$ cat src/rtl/core/cmee_pkg.sv
// Shared types, codes and arithmetic helpers for the CI matrix element engine.
// Depends on nothing; every other file but cmee_ram imports it.
package cmee_pkg;

    // Function codes of the input beat
    localparam logic [1:0] FUNC_WR_ONE = 2'd0;
    localparam logic [1:0] FUNC_WR_TWO = 2'd1;
    localparam logic [1:0] FUNC_EVAL   = 2'd2;
    localparam logic [1:0] FUNC_NONE   = 2'd3;

    // Excitation levels of a result
    localparam logic [1:0] LVL_DIAG   = 2'd0;
    localparam logic [1:0] LVL_SINGLE = 2'd1;
    localparam logic [1:0] LVL_DOUBLE = 2'd2;
    localparam logic [1:0] LVL_NONE   = 2'd3;

    // Largest table index the input field can name, plus one
    localparam int IDX_SPAN = 4096;

    localparam logic signed [63:0] VAL_MAX = 64'sh7FFF_FFFF_FFFF_FFFF;
    localparam logic signed [63:0] VAL_MIN = 64'sh8000_0000_0000_0000;

    typedef enum logic [1:0] {
        TK_WR_ONE,
        TK_WR_TWO,
        TK_EVAL
    } t_kind;

    typedef enum logic [1:0] {
        RD_FIRST,
        RD_SECOND,
        RD_ONLY
    } t_rdkind;

    typedef enum logic [3:0] {
        S_IDLE,
        S_DH,
        S_DE,
        S_SH,
        S_SE,
        S_DB,
        S_TAIL,
        S_DRAIN,
        S_FIN
    } t_state;

    typedef struct packed {
        logic [1:0]         func;
        logic [11:0]        table_index;
        logic signed [63:0] table_value;
        logic [7:0]         first_alpha;
        logic [7:0]         first_beta;
        logic [7:0]         second_alpha;
        logic [7:0]         second_beta;
    } t_in_item;

    typedef struct packed {
        logic signed [63:0] matrix_element;
        logic [1:0]         excitation_level;
    } t_out_item;

    // Classified work passed from front to back
    typedef struct packed {
        t_kind              kind;
        logic [11:0]        idx;
        logic signed [63:0] value;
        logic [15:0]        occ;
        logic [1:0]         level;
        logic [3:0]         p;
        logic [3:0]         q;
        logic [3:0]         a;
        logic [3:0]         b;
        logic               ph;
        logic               same;
    } t_task;

    // Read descriptor that follows a table read down the pipe
    typedef struct packed {
        logic    vld;
        t_rdkind kind;
        logic    src_two;
        logic    zero;
        logic    dest_h;
        logic    last;
    } t_rd;

    function automatic logic signed [63:0] clamp65(input logic signed [64:0] s);
        logic signed [63:0] r;
        if (s[64] != s[63]) begin
            r = s[64] ? VAL_MIN : VAL_MAX;
        end else begin
            r = s[63:0];
        end
        return r;
    endfunction

    function automatic logic signed [63:0] sat_add(input logic signed [63:0] x,
                                                   input logic signed [63:0] y);
        logic signed [64:0] s;
        s = {x[63], x} + {y[63], y};
        return clamp65(s);
    endfunction

    function automatic logic signed [63:0] sat_sub(input logic signed [63:0] x,
                                                   input logic signed [63:0] y);
        logic signed [64:0] s;
        s = {x[63], x} - {y[63], y};
        return clamp65(s);
    endfunction

    // Interleave spatial masks: spin orbital 2p+spin
    function automatic logic [15:0] spin_word(input logic [7:0] al, input logic [7:0] be);
        logic [15:0] w;
        for (int p = 0; p < 8; p++) begin
            w[2*p]   = al[p];
            w[2*p+1] = be[p];
        end
        return w;
    endfunction

    // Index of lowest set bit, zero when none
    function automatic logic [3:0] low_bit(input logic [15:0] w);
        logic [3:0] r;
        r = 4'd0;
        for (int i = 15; i >= 0; i--) begin
            if (w[i]) r = 4'(i);
        end
        return r;
    endfunction

    function automatic logic [4:0] popcnt16(input logic [15:0] w);
        logic [4:0] c;
        c = 5'd0;
        for (int i = 0; i < 16; i++) c = c + {4'd0, w[i]};
        return c;
    endfunction

    function automatic logic [15:0] bit16(input logic [3:0] s);
        return 16'h1 << s;
    endfunction

    // Odd count of occupied spin orbitals below s
    function automatic logic par_below(input logic [15:0] occ, input logic [3:0] s);
        return ^(occ & (bit16(s) - 16'h1));
    endfunction

endpackage

$ cat src/rtl/core/cmee_queue.sv
// Two-entry queue of classified work between front and back.
// Uses cmee_pkg for the entry type.
module cmee_queue import cmee_pkg::*; (
    input  logic  i_clk,
    input  logic  i_rst_n,
    input  logic  i_push,
    input  t_task i_task,
    output logic  o_full,
    output logic  o_empty,
    input  logic  i_pop,
    output t_task o_task
);

    t_task      r_mem [2];
    logic       r_wp, r_rp;
    logic [1:0] r_cnt;

    assign o_full  = (r_cnt == 2'd2);
    assign o_empty = (r_cnt == 2'd0);
    assign o_task  = r_mem[r_rp];

    // Entry storage
    always_ff @(posedge i_clk) begin
        if (i_push) r_mem[r_wp] <= i_task;
    end

    // Pointers and fill
    always_ff @(posedge i_clk) begin
        if (!i_rst_n) begin
            r_wp  <= 1'b0;
            r_rp  <= 1'b0;
            r_cnt <= 2'd0;
        end else begin
            if (i_push) r_wp <= ~r_wp;
            if (i_pop)  r_rp <= ~r_rp;
            r_cnt <= r_cnt + {1'b0, i_push} - {1'b0, i_pop};
        end
    end

endmodule

$ cat config.mk
export PLATFORM = sky130hd
export DESIGN_NAME = cmee_queue
export DESIGN_NICKNAME = d
export VERILOG_FILES = /design/src/rtl/core/cmee_pkg.sv /design/src/rtl/core/cmee_queue.sv
export SDC_FILE = /design/constraint.sdc
export NUM_CORES = 1
export LEC_CHECK = 0
export BUFFER_PORTS_ARGS = -buffer_cell sky130_fd_sc_hd__clkbuf_2
export CAP_MARGIN = 20
export CELL_PAD_IN_SITES_DETAIL_PLACEMENT = 1
export CELL_PAD_IN_SITES_GLOBAL_PLACEMENT = 1
export CORE_MARGIN = 3
export CORE_UTILIZATION = 46
export CTS_BUF_LIST = sky130_fd_sc_hd__clkbuf_8
export DETAILED_ROUTE_END_ITERATION = 7
export PLACE_DENSITY = 0.79
export SLEW_MARGIN = 20
export SYNTH_ARGS = -nofsm -noshare
export SYNTH_HDL_FRONTEND = slang
export SYNTH_SLANG_ARGS = --single-unit
$ cat constraint.sdc
create_clock -name i_clk -period 8.95 [get_ports i_clk]
set_input_delay 2.685 -clock i_clk [delete_from_list [all_inputs] [get_ports i_clk]]
set_output_delay 2.685 -clock i_clk [all_outputs]
set_load 0.02 [all_outputs]
After elaboration in Yosys (flattened, before gate mapping). Memory sizes are Yosys's and may differ from the RTL's. A register that Yosys moved wholly into a read port is not among the register bits. Cells that the tools add are included. Widths: inputs -> output; s select.

Word-level logic and storage cells: 14. Bits of input ports: 118. Bits in registers: 4. Output and inout port bits: 116. Memories kept: 1. Memory bits (writable): 228.

Eq/ne operators: 1. Muxes and demuxes: 4. $add $sub $neg: 2. Bitwise operators: 2. Reduce and logical (&&, ||, !) cells: 1.

Memory list: r_mem (depth 2, width 114, read ports 1, clocked after Yosys merged registers in 1, write ports 1, RTL line cmee_queue.sv:14) `t_task r_mem [2];`.

Operator list (number): $mux 1 (4); $add 2x1->2 (1); $eq 2x2->1 const B (1); $logic_not 2->1 (1); $not 1->1 (2); $sub 2x1->2 (1).

Logic depth before layout (Yosys ltp).
Depth in word-level cells: 3. Mapped depth: 6. Depth with buffers taken out: 6.

Least setup slack after synthesis. Ideal clock, no wire load.

Kind: input port to flip-flop. Start point: in i_push. End point: mem r_mem[0][0] in the netlist's numbering, enable pin. Buffers on the path: 0. Required time: 8.348 ns. Cell stages on the path: 1. Setup slack: 0.682 ns. Data arrival time: 7.666 ns. Setup time: 0.602 ns. Path through: nor2b_1.

Cells in the longest elaborated chain, start to end: 2.

RTL lines: start: declaration (RTL line cmee_queue.sv:6) `input logic i_push,`; $mux 1 (RTL line cmee_queue.sv:24) `if (i_push) r_mem[r_wp] <= i_task;`; $mux 1 (implied by the code) (RTL line cmee_queue.sv:24); end: declaration (RTL line cmee_queue.sv:14).

Every way passes these cells.

==> flow_results.org <==
** STA
- Maximum clock frequency :: roughly 180 MHz
- The final-report hold violation count is 0.
- Transition time at the pin with the least slew margin :: between 1000 and 1500 ps
- Setup repair after global routing left no endpoint under its margin.
- The clock arrives with 12.5 ps of skew.
- The number of max-slew violations in the final report came to 0.
- After layout, the worst setup slack is about 3400 ps.
- Of the available clock period, the critical path in the final layout requires a little over three fifths.
- Setup violations remaining at the end of the flow were counted as 0.
- Shortest clock period the worst path allows after layout :: roughly 5600 ps
- In this run the tightest slew margin relative to its limit is between 30% and 40%.
- For the final routed database, the setup TNS stands at 0 ps.

** Pwr
- Total net switching power :: between 0.0005 and 0.0006 W
- Leakage Power :: ~4.3 nW
- Per report_power, the combinational group accounts for approximately 13% of the total.
- Per report_power, the clock group accounts for 33.5% of the total.
- VDD IR-drop max :: 0.141 mV
- Cell internal pwr :: ~0.0018 W
- For this design the ratio of total power to cell area is about 220 nW/µm².
- Overall power of the completed layout :: about 0.0024 W
- Registers are responsible for 53.9% of the overall power.
- Sw frac :: around 24%

** Placed design
- Weighted congestion at the end of routability-driven global placement :: about 0.74
- Setup Slack @ Placement :: around 3800 ps
- After legalization and detailed placement, the total HPWL measured about 12,000 µm.
- Port-buffer cells :: about 230

** Synth
- Summing the areas of all xor and xnor instances in the mapped netlist gives less than 1% of the synthesized area.
- The Yosys step of the flow raised 0 warnings.
- Largest family of logic cells by synthesized area :: multiplexers
- Arithmetic-cell share of the synthesized area counting full adders, half adders and majority gates :: 0.288%
- The share of the Yosys chip area taken by registers is 79.9%.
- Area share of and/or/nand/nor cells after synthesis :: less than 1%
- Unique masters post-synth :: 15
- The synthesized netlist devotes less than 1% of its cell area to compound gates.
- Synthesized flop and latch total :: about 230
- The mapped netlist covers between 8000 and 9000 µm².
- Each instance of the synthesized netlist takes up on average about 23 µm².
- Syn Inst Count :: 376
- Post-synthesis net count :: just under 500
- Mux cell area share after synthesis :: between 10% and 20%

** Layout
- Antenna Diode Count :: 0
- # nets final :: approximately 760
- In the final layout, the share of cells above drive strength 1 is 59.5%.
- From synthesis to final layout, the design area changed by 23.5%.
- At the end of the flow the core is filled with cells to 58.8%.

** Critical path
- Type of origin of the critical path :: flop
- STA puts the critical path data required time at 6270 ps.
- Worst Setup End Kind :: primary output
- Biggest fanout along the worst timing path :: 64
- Worst Path Class, Setup :: flop to primary output
- CP arrival :: between 2000 and 3000 ps

** Floorplan
- Floorplan core area :: 18,300 µm²
- Starting utilization of the core area :: 47.6%
- Die span in y :: 144 µm
- Row generation in the floorplan step produced 49 rows.
- The floorplan step set the die width to about 140 µm.
- Io pins :: ~230
- Die Outline Area :: between 20,000 and 25,000 µm²

** Detailed routing
- Per-cell routed wire length :: between 15 and 20 µm
- The count of nets left with antenna violations once routing finished came out at 0.
- For this block, the initial DRC count from the detailed router was around 210.
- In the routed design, unresolved DRC markers number 0.
- Final Routed Wirelength :: between 15,000 and 20,000 µm
- Across all layers, the routed design uses approximately 4,400 vias.
- Length of the first detailed-routing pass in iterations :: 4
- Ratio of routed vias to standard cells :: a little under 5

** Global routing
- Number of global-route vias before repair :: 4,867
- The number of antenna violations at the first check in global routing came to 0.
- After global routing the overflow that remains totals 0.
- Wire length of the first global-routing pass :: ~26,000 µm
- Entering global routing, the biggest net connects just under 70 pins.
- Global routing consumed, over all layers together, around 17% of the routing resources.

** Clock tree
- Number of buffers inserted by hold repair at cts :: 0
- Clock tree buffer depth :: 3
- Clock-pin slew was measured on the worst setup and hold paths at 50 ps.
- CTS root buf :: sky130_fd_sc_hd__clkbuf_8
- In this run, CTS created clock tree buffers numbering 39.
- Clock latency on the worst-skew pair :: 500 ps
- In this run the number of H-tree levels came out at 2.
- Clock tree from TritonCTS :: yes
- Count of buffers added by post-CTS timing repair for setup :: 0
- The clock net in this run drives a total of ~230 sinks.
- Number of gates resized after cts :: 0

** Flow run
- MaxCap Viol Count :: 0

** Run status
- Run status :: completed

** Hold path
- Hold crit path type :: flop to flop
-- routing by layer --
layer	vias up	wire, µm	track usage, %
met1	2138	7110	19.8
met4	0	323	4.81
met5	-	0	0
li1	2020	-	-
met2	190	8840	29.0
met3	34	1590	5.79
-- flip-flops by register name, summed over array words and instances (netlist names), named ones only --
register / cells
r_mem: 228
r_cnt: 2
r_rp: 1
r_wp: 1
-- final cells by class --
type / count / area (µm²)
inverters: 2 / 7.51
multi-input cells: 128 / 1640
clock inverters: 26 / 100
well taps: 229 / 287
clock buffers: 41 / 564
flip-flops and latches: 233 / 6950
fillers: 1667 / 7530
repair buffers: 237 / 1200
-- power groups by stage --
| stage | logic, W | registers [W] | clock network [W] |
|---|---|---|---|
| 2_1_floorplan | 0.000212 | 0.00130 | 0 |
| 3_3_place_gp | 0.000298 | 0.00131 | 0 |
| 3_5_place_dp | 0.000307 | 0.00131 | 0 |
| 4_1_cts | 0.000308 | 0.00129 | 0.000835 |
| 5_1_grt | 0.000323 | 0.00130 | 0.000883 |
| 6_report | 0.000302 | 0.00129 | 0.000803 |
-- cells in the final DEF, fill, tap and decap left out, drive strengths merged --
master,n
nor2b,4
mux2,114
xnor3,1
xor2,1
and2,4
clkinv,11
nor2,1
buf,4
inv,17
o21a,1
edfxtp,228
ha,2
clkbuf,274
dfxtp,5
-- metrics by stage --
stage | hold WS, ps | std cells | instance area [µm²]
final | 575 | 896 | 10700
after global routing | 595 | 896 | 10700
after global placement | 561 | 829 | 10100
after CTS | 577 | 896 | 10700
after detailed placement | 574 | 829 | 10100
after floorplan | 555 | 376 | 8700
-- worst max-delay path, cell delays in order, from the launching register on --
cell and delay, ps:
sky130_fd_sc_hd__dfxtp_4 880, sky130_fd_sc_hd__buf_4 850, sky130_fd_sc_hd__mux2_2 430, sky130_fd_sc_hd__clkbuf_2 160
-- kinds of logic after synthesis --
group	Yosys count
DFF	233
muxes	114
and+or+nand+nor	9
adders and majority gates	2
buffers and inverters	15
AOI/OAI and AO/OA	1
xor gates and xnor gates	2
-- synth_stat cells --
cell,count,area (µm²)
sky130_fd_sc_hd__mux2_4,60,901
sky130_fd_sc_hd__mux2_2,54,608
sky130_fd_sc_hd__edfxtp_1,228,6850
sky130_fd_sc_hd__dfxtp_1,5,100
sky130_fd_sc_hd__xor2_1,1,8.76
sky130_fd_sc_hd__xnor3_1,1,22.5
sky130_fd_sc_hd__buf_8,1,15.0
sky130_fd_sc_hd__o21a_1,1,7.51
sky130_fd_sc_hd__ha_1,2,25.0
sky130_fd_sc_hd__inv_1,2,7.51
sky130_fd_sc_hd__buf_6,7,78.8
sky130_fd_sc_hd__and2_1,4,25.0
sky130_fd_sc_hd__nor2b_1,4,25.0
sky130_fd_sc_hd__nor2_1,1,3.75
sky130_fd_sc_hd__buf_2,5,25.0
-- final timing paths --
kind | cells past startpoint | endpoint | start | slack [ps]
worst max-delay path | 3 | o_task[21] | flop | 3350
worst min-delay path | 2 | flop | r_rp | 570
worst max register to register | 3 | r_mem[0][69] | r_wp | 6650
worst min register to register | 2 | flop | r_rp | 570
Note: power is estimated with default switching activity, not from simulation.
