--- config.mk ---
export PLATFORM = sky130hd
export DESIGN_NAME = cmee_front
export DESIGN_NICKNAME = d
export VERILOG_FILES = /design/src/rtl/core/cmee_pkg.sv /design/src/rtl/core/cmee_front.sv
export SDC_FILE = /design/constraint.sdc
export NUM_CORES = 1
export LEC_CHECK = 0
export ABC_CLOCK_PERIOD_IN_PS = 8200
export BUFFER_PORTS_ARGS = -buffer_cell sky130_fd_sc_hd__buf_2
export CORE_MARGIN = 5
export CORE_UTILIZATION = 40
export DETAILED_ROUTE_END_ITERATION = 10
export GPL_ROUTABILITY_DRIVEN = 0
export PLACE_DENSITY = 0.7
export SYNTH_ARGS = -nofsm -noshare
export SYNTH_HDL_FRONTEND = slang
export SYNTH_SLANG_ARGS = --single-unit
--- constraint.sdc ---
create_clock -name vclk -period 8.2
set_clock_uncertainty 0.1 [all_clocks]
set_input_delay 1.23 -clock vclk [all_inputs]
set_output_delay 1.23 -clock vclk [all_outputs]
set_load 0.03 [all_outputs]
--- src/rtl/core/cmee_pkg.sv ---
// Shared types, codes and arithmetic helpers for the CI matrix element engine.
// Depends on nothing; every other file but cmee_ram imports it.
package cmee_pkg;

    // Function codes of the input beat
    localparam logic [1:0] FUNC_WR_ONE = 2'd0;
    localparam logic [1:0] FUNC_WR_TWO = 2'd1;
    localparam logic [1:0] FUNC_EVAL   = 2'd2;
    localparam logic [1:0] FUNC_NONE   = 2'd3;

    // Excitation levels of a result
    localparam logic [1:0] LVL_DIAG   = 2'd0;
    localparam logic [1:0] LVL_SINGLE = 2'd1;
    localparam logic [1:0] LVL_DOUBLE = 2'd2;
    localparam logic [1:0] LVL_NONE   = 2'd3;

    // Largest table index the input field can name, plus one
    localparam int IDX_SPAN = 4096;

    localparam logic signed [63:0] VAL_MAX = 64'sh7FFF_FFFF_FFFF_FFFF;
    localparam logic signed [63:0] VAL_MIN = 64'sh8000_0000_0000_0000;

    typedef enum logic [1:0] {
        TK_WR_ONE,
        TK_WR_TWO,
        TK_EVAL
    } t_kind;

    typedef enum logic [1:0] {
        RD_FIRST,
        RD_SECOND,
        RD_ONLY
    } t_rdkind;

    typedef enum logic [3:0] {
        S_IDLE,
        S_DH,
        S_DE,
        S_SH,
        S_SE,
        S_DB,
        S_TAIL,
        S_DRAIN,
        S_FIN
    } t_state;

    typedef struct packed {
        logic [1:0]         func;
        logic [11:0]        table_index;
        logic signed [63:0] table_value;
        logic [7:0]         first_alpha;
        logic [7:0]         first_beta;
        logic [7:0]         second_alpha;
        logic [7:0]         second_beta;
    } t_in_item;

    typedef struct packed {
        logic signed [63:0] matrix_element;
        logic [1:0]         excitation_level;
    } t_out_item;

    // Classified work passed from front to back
    typedef struct packed {
        t_kind              kind;
        logic [11:0]        idx;
        logic signed [63:0] value;
        logic [15:0]        occ;
        logic [1:0]         level;
        logic [3:0]         p;
        logic [3:0]         q;
        logic [3:0]         a;
        logic [3:0]         b;
        logic               ph;
        logic               same;
    } t_task;

    // Read descriptor that follows a table read down the pipe
    typedef struct packed {
        logic    vld;
        t_rdkind kind;
        logic    src_two;
        logic    zero;
        logic    dest_h;
        logic    last;
    } t_rd;

    function automatic logic signed [63:0] clamp65(input logic signed [64:0] s);
        logic signed [63:0] r;
        if (s[64] != s[63]) begin
            r = s[64] ? VAL_MIN : VAL_MAX;
        end else begin
            r = s[63:0];
        end
        return r;
    endfunction

    function automatic logic signed [63:0] sat_add(input logic signed [63:0] x,
                                                   input logic signed [63:0] y);
        logic signed [64:0] s;
        s = {x[63], x} + {y[63], y};
        return clamp65(s);
    endfunction

    function automatic logic signed [63:0] sat_sub(input logic signed [63:0] x,
                                                   input logic signed [63:0] y);
        logic signed [64:0] s;
        s = {x[63], x} - {y[63], y};
        return clamp65(s);
    endfunction

    // Interleave spatial masks: spin orbital 2p+spin
    function automatic logic [15:0] spin_word(input logic [7:0] al, input logic [7:0] be);
        logic [15:0] w;
        for (int p = 0; p < 8; p++) begin
            w[2*p]   = al[p];
            w[2*p+1] = be[p];
        end
        return w;
    endfunction

    // Index of lowest set bit, zero when none
    function automatic logic [3:0] low_bit(input logic [15:0] w);
        logic [3:0] r;
        r = 4'd0;
        for (int i = 15; i >= 0; i--) begin
            if (w[i]) r = 4'(i);
        end
        return r;
    endfunction

    function automatic logic [4:0] popcnt16(input logic [15:0] w);
        logic [4:0] c;
        c = 5'd0;
        for (int i = 0; i < 16; i++) c = c + {4'd0, w[i]};
        return c;
    endfunction

    function automatic logic [15:0] bit16(input logic [3:0] s);
        return 16'h1 << s;
    endfunction

    // Odd count of occupied spin orbitals below s
    function automatic logic par_below(input logic [15:0] occ, input logic [3:0] s);
        return ^(occ & (bit16(s) - 16'h1));
    endfunction

endpackage

--- src/rtl/core/cmee_front.sv ---
// Front end: takes input beats and classifies them into table writes or
// determinant pair evaluations (level, differing orbitals, phase). Uses cmee_pkg.
module cmee_front import cmee_pkg::*; #(
    parameter int NUM_ORBITALS = 8
) (
    input  logic     i_valid,
    output logic     o_stall,
    input  t_in_item i_item,
    input  logic     i_full,
    output logic     o_push,
    output t_task    o_task
);

    localparam logic [7:0] OM = (NUM_ORBITALS >= 8) ? 8'hFF
                                                    : 8'((1 << NUM_ORBITALS) - 1);

    logic [15:0] occ_i, occ_j, di, dj;
    logic [4:0]  ndi, ndj;
    logic [3:0]  p, q, a0, b0;
    logic [15:0] st;
    logic        same, swap;

    assign o_stall = i_full;

    // Classify one beat
    always_comb begin
        occ_i = spin_word(i_item.first_alpha & OM, i_item.first_beta & OM);
        occ_j = spin_word(i_item.second_alpha & OM, i_item.second_beta & OM);
        di    = occ_i & ~occ_j;
        dj    = occ_j & ~occ_i;
        ndi   = popcnt16(di);
        ndj   = popcnt16(dj);
        p     = low_bit(di);
        q     = low_bit(di & ~bit16(p));
        a0    = low_bit(dj);
        b0    = low_bit(dj & ~bit16(a0));
        same  = (p[0] == q[0]) && (a0[0] == b0[0]) && (p[0] == a0[0]);
        swap  = !same && ((p[0] ^ a0[0]) || (q[0] ^ b0[0]));

        o_task       = '0;
        o_task.idx   = i_item.table_index;
        o_task.value = i_item.table_value;
        o_task.occ   = occ_i;
        o_task.p     = p;
        o_task.same  = same;
        o_task.a     = swap ? b0 : a0;
        o_task.b     = swap ? a0 : b0;

        if (ndi == 5'd0 && ndj == 5'd0) begin
            o_task.level = LVL_DIAG;
        end else if (ndi == 5'd1 && ndj == 5'd1) begin
            o_task.level = LVL_SINGLE;
        end else if (ndi == 5'd2 && ndj == 5'd2) begin
            o_task.level = LVL_DOUBLE;
        end else begin
            o_task.level = LVL_NONE;
        end

        // Phase: annihilate p then q, create a then b; a single has only p and a
        st = '0;
        if (o_task.level == LVL_SINGLE) begin
            o_task.q  = a0;
            o_task.ph = par_below(occ_i, p) ^ par_below(occ_i & ~bit16(p), a0);
        end else begin
            o_task.q  = q;
            st        = occ_i & ~bit16(p) & ~bit16(q);
            o_task.ph = par_below(occ_i, p) ^ par_below(occ_i & ~bit16(p), q)
                      ^ par_below(st, o_task.a)
                      ^ par_below(st | bit16(o_task.a), o_task.b);
        end

        case (i_item.func)
            FUNC_WR_ONE: o_task.kind = TK_WR_ONE;
            FUNC_WR_TWO: o_task.kind = TK_WR_TWO;
            default:     o_task.kind = TK_EVAL;
        endcase

        o_push = i_valid && !i_full && (i_item.func != FUNC_NONE);
    end

endmodule

# Word-level counts from Yosys, hierarchy flattened
# Index checks and enable logic that the tools add are counted.
# op_classes
n_addsub	35
eq_ne	10
shift	5
n_mux	72
n_bitwise	23
reduce_logical	19
# op_table
op	count
4-bit 2-to-1 mux	67
16-bit AND	11
5-bit by 1-bit adder with 5-bit output	22
16-bit inverter	5
16-bit parity	5
1-bit by 4-bit << shifter with 16-bit output, first input constant	5
16-bit by 1-bit subtractor with 16-bit output, second input constant	5
16-bit OR	1
4-bit by 1-bit adder with 5-bit output	2
5-bit by 1-bit == test with 1-bit output, second input constant	2
5-bit by 2-bit == test with 1-bit output, second input constant	2
5-bit logical NOT	2
3-bit by 1-bit adder with 4-bit output	2
1-bit logical AND	8
2-bit by 1-bit adder with 3-bit output	2
1-bit bitwise XOR	6
1-bit by 1-bit adder with 2-bit output	2
2-bit by 1-bit == test with 1-bit output, second input constant	2
2-bit 2-to-1 mux	2
2-bit one-hot mux with 2 select lines	1
1-bit == test	3
1-bit logical NOT	2
2-bit logical NOT	1
1-bit 2-to-1 mux	2
other kinds (2)	2
# totals
regBits	0
in_bits	112
output_inout_bits	116
elab_cells	164

# Logic depth before layout (Yosys ltp)
# depth
word_depth	50
depth_mapped	32
ltp_nobuf	30

# Least setup slack after synthesis
# No wires, ideal clock.
# synth_timing
path_kind	input port to output port
startpoint	in i_item[19] (netlist name)
endpoint	out o_task[1] (netlist name)
t_arrival_ns	7.437
required_ns	6.870
setup_slack_ns	-0.567
path_stages	31
n_path_buf	3
path_cell_list	buf_2 -> and2b_2 -> o21ai_1 -> a2111o_1 -> o21a_1 -> inv_2 -> buf_4 -> a21oi_1 -> a311o_1 -> a211o_1 -> a21o_1 -> xnor2_2 -> buf_4 -> a31oi_1 -> a21oi_1 -> inv_1 -> ha_1 -> xor2_1 -> nand2_1 -> o31ai_1 -> nand2_1 -> xor2_1 -> xnor2_1 -> xnor2_1 -> xnor3_1 -> xnor2_1 -> xnor3_1 -> xnor2_1 -> xnor3_1 -> xnor3_1 -> mux2i_1
# synth_rtl
item	line_no	rtl
from (decl)	cmee_front.sv:8	input t_in_item i_item,
to (decl)	cmee_front.sv:11	output t_task o_task

==> results.cfg <==
[power_and_ir_drop]
ir_drop_mv = 0.347
pwr_density_cell_nw_per_um2 = 217
power.switching_uw = 837
pwr-share-seq = 0
leakage_uw = 0.00349
clock_power_share = 0
swShare = 0.528
p_int_uw = 749
combPwrFrac = 1.000

[die]
die_h_um = 131
core_um2 = 14500
ios = 228
rows = 44
dieArea_um2 = 17200
die-width_um = 131
start_util = 0.405

[global_routing]
grt_first_pass_wirelength_mm = 33.1
grt_max_degree = 13
grt_pass1_vias = 6639
grt-ovfl-total = 0
antenna_found_initial = 0
grtUsageTotal = 0.238

[run]
cap_violations = 0

[logic_synthesis]
synthMuxAreaShare = 0.0207
ys_types = 90
synthesis.nets = 1025
avgSynthCellArea_um2 = 6.67
synth_xor_area_frac = 0.117
synth_commonest_cells = buf_4, nand2_1, a21oi_1, nor2_1, inv_1
syn_area_um2 = 5860
synth.area.top_cells = buf_4, a21oi_1, fa_1
synth_largest_area_cell = buf_4
synthAdderAreaFrac = 0.104
synth_simple_gate_area_frac = 0.273
synth_most_common_cell = buf_4
postSynthCellCount = 878
synth_top_family_by_area = compound AO/OA/AOI/OAI gates
yosysSeqAreaShare = 0
synth_compound_area_frac = 0.299
synth_top_cell_area_share = 0.123
yosys_warnings = 0

[worst_hold_path]
min_to = o_task[101]
hold_class = in -> out
min_path_cells = 0
min-delay-start = i_item[97]

[sta]
slew_violations = 0
period_needed_ns = 8.37
fmax_mhz = 120
hold_viol_final = 0
grt_setup_unrepaired = yes
period_share = 1.02
setup_viol = 1
setup_ws_ns = -0.167
worst_slew_pin_slew_ns = 0.720
fin_tns_setup_ns = -0.167
relSlewSlack = 0.513

[layout]
instances_no_fill = 1200
fillCellCount = 1384
layout.area.seq_um2 = 0
clockBufferCount = 0
layout-drive-gt1-share = 0.342
final_core_util = 0.505
postLayoutCellArea_um2 = 7310
seq_cell_count = 0
multiInputGateArea_um2 = 5020
area_growth_pct = 24.7
nets = 1165
antenna_cells = 0

[place]
placed_cells = 1170
placed_cell_area_um2 = 6780
dpl.hpwl_mm = 17.6
port_buffers = 76
dp_slack_ns = -0.164

[drt]
first_pass_iters = 8
detail-route-antenna-nets = 0
drc = 0
via_per_inst = 5.98
wl_mm = 21.9
wl_per_cell_um = 18.3
via_count = 7180
drt_iter0_markers = 851

[status]
violations = setup timing
status = finished with violations

[clock_network]
cts_hold_buffers = 0

[critical_path]
arrival_ns = 7.04
end_kind = output port
slowest_stage = o31a_1
crit_type = in -> out
cp.required_ns = 6.87
crit_top_cell = xnor3_1
cp_max_fo = 4
cp-start-kind = primary input
critPathMaxStageDelay_ns = 0.39
layer usage:
layer | vias to the layer above | share of wire | global-route usage
li1 | 3292 | - | -
met1 | 3307 | 0.39 | 0.308
met2 | 484 | 0.46 | 0.396
met3 | 97 | 0.10 | 0.0317
met4 | 0 | 0.047 | 0.0992
met5 | - | 0 | 0
power groups by stage:
stage | logic (µW) | clock network, µW | registers, µW
2_1_floorplan | 1150 | 0 | 0
4_1_cts | 1520 | 0 | 0
5_1_grt | 1690 | 0 | 0
3_5_place_dp | 1440 | 0 | 0
3_3_place_gp | 1420 | 0 | 0
6_report | 1590 | 0 | 0
stage by stage:
| step | power, µW | hold slack (ns) |
|---|---|---|
| after floorplan | 1150 | 2.47 |
| after global placement | 1420 | 2.36 |
| after detailed placement | 1440 | 2.36 |
| after CTS | 1520 | 2.36 |
| after global routing | 1690 | 2.36 |
| final | 1590 | 2.36 |
logic make-up after synthesis:
| group | Yosys count |
|---|---|
| simple gates | 316 |
| compound gates | 262 |
| buf+inv | 187 |
| xor+xnor | 64 |
| fa+ha+maj | 37 |
| mux | 12 |
worst max-delay path, delay by kind of cell:
kind            cells  cell delay [ns]
fa+ha+maj           1             0.26
xor+xnor           11             2.30
mux                 1             0.15
buf+inv             5             0.52
compound gates      7             1.68
simple gates        6             0.90
final cells by class:
type | instances | area share
Multi-Input combinational cell | 691 | 0.687
Timing Repair Buffer | 255 | 0.245
Inverter | 70 | 0.0365
Tap cell | 184 | 0.0315
layout by cell type, fill, tap and decap left out, drive strengths merged, types with 16 or more instances in the layout:
| master | instances |
|---|---|
| nor2b | 17 |
| nand3 | 29 |
| nor2 | 76 |
| xnor2 | 45 |
| inv | 68 |
| a211oi | 16 |
| nor3 | 26 |
| nand2 | 94 |
| buf | 254 |
| fa | 20 |
| o21ai | 52 |
| nand2b | 22 |
| a21oi | 86 |
how the worst max path moves through the flow:
stage | from | end | slack [ns] | cells after the start
floorplan | i_item[19] | o_task[1] | 0.09 | 31
global placement | i_item[16] | o_task[1] | -0.01 | 30
detailed placement | i_item[16] | o_task[1] | -0.16 | 32
CTS | i_item[3] | o_task[1] | 0.003 | 30
global route | i_item[26] | o_task[1] | -0.37 | 30
finish | i_item[19] | o_task[1] | -0.17 | 31
timing repair:
action / CTS / global route
pin swaps: 17 / 35
hold endpoints to repair: 0 / 0
setup endpoints to repair: 1 / 2
resized for setup: 20 / 52
gates cloned: 0 / 0
setup buffers: 9 / 21
Power figures use the tool's default switching activity.
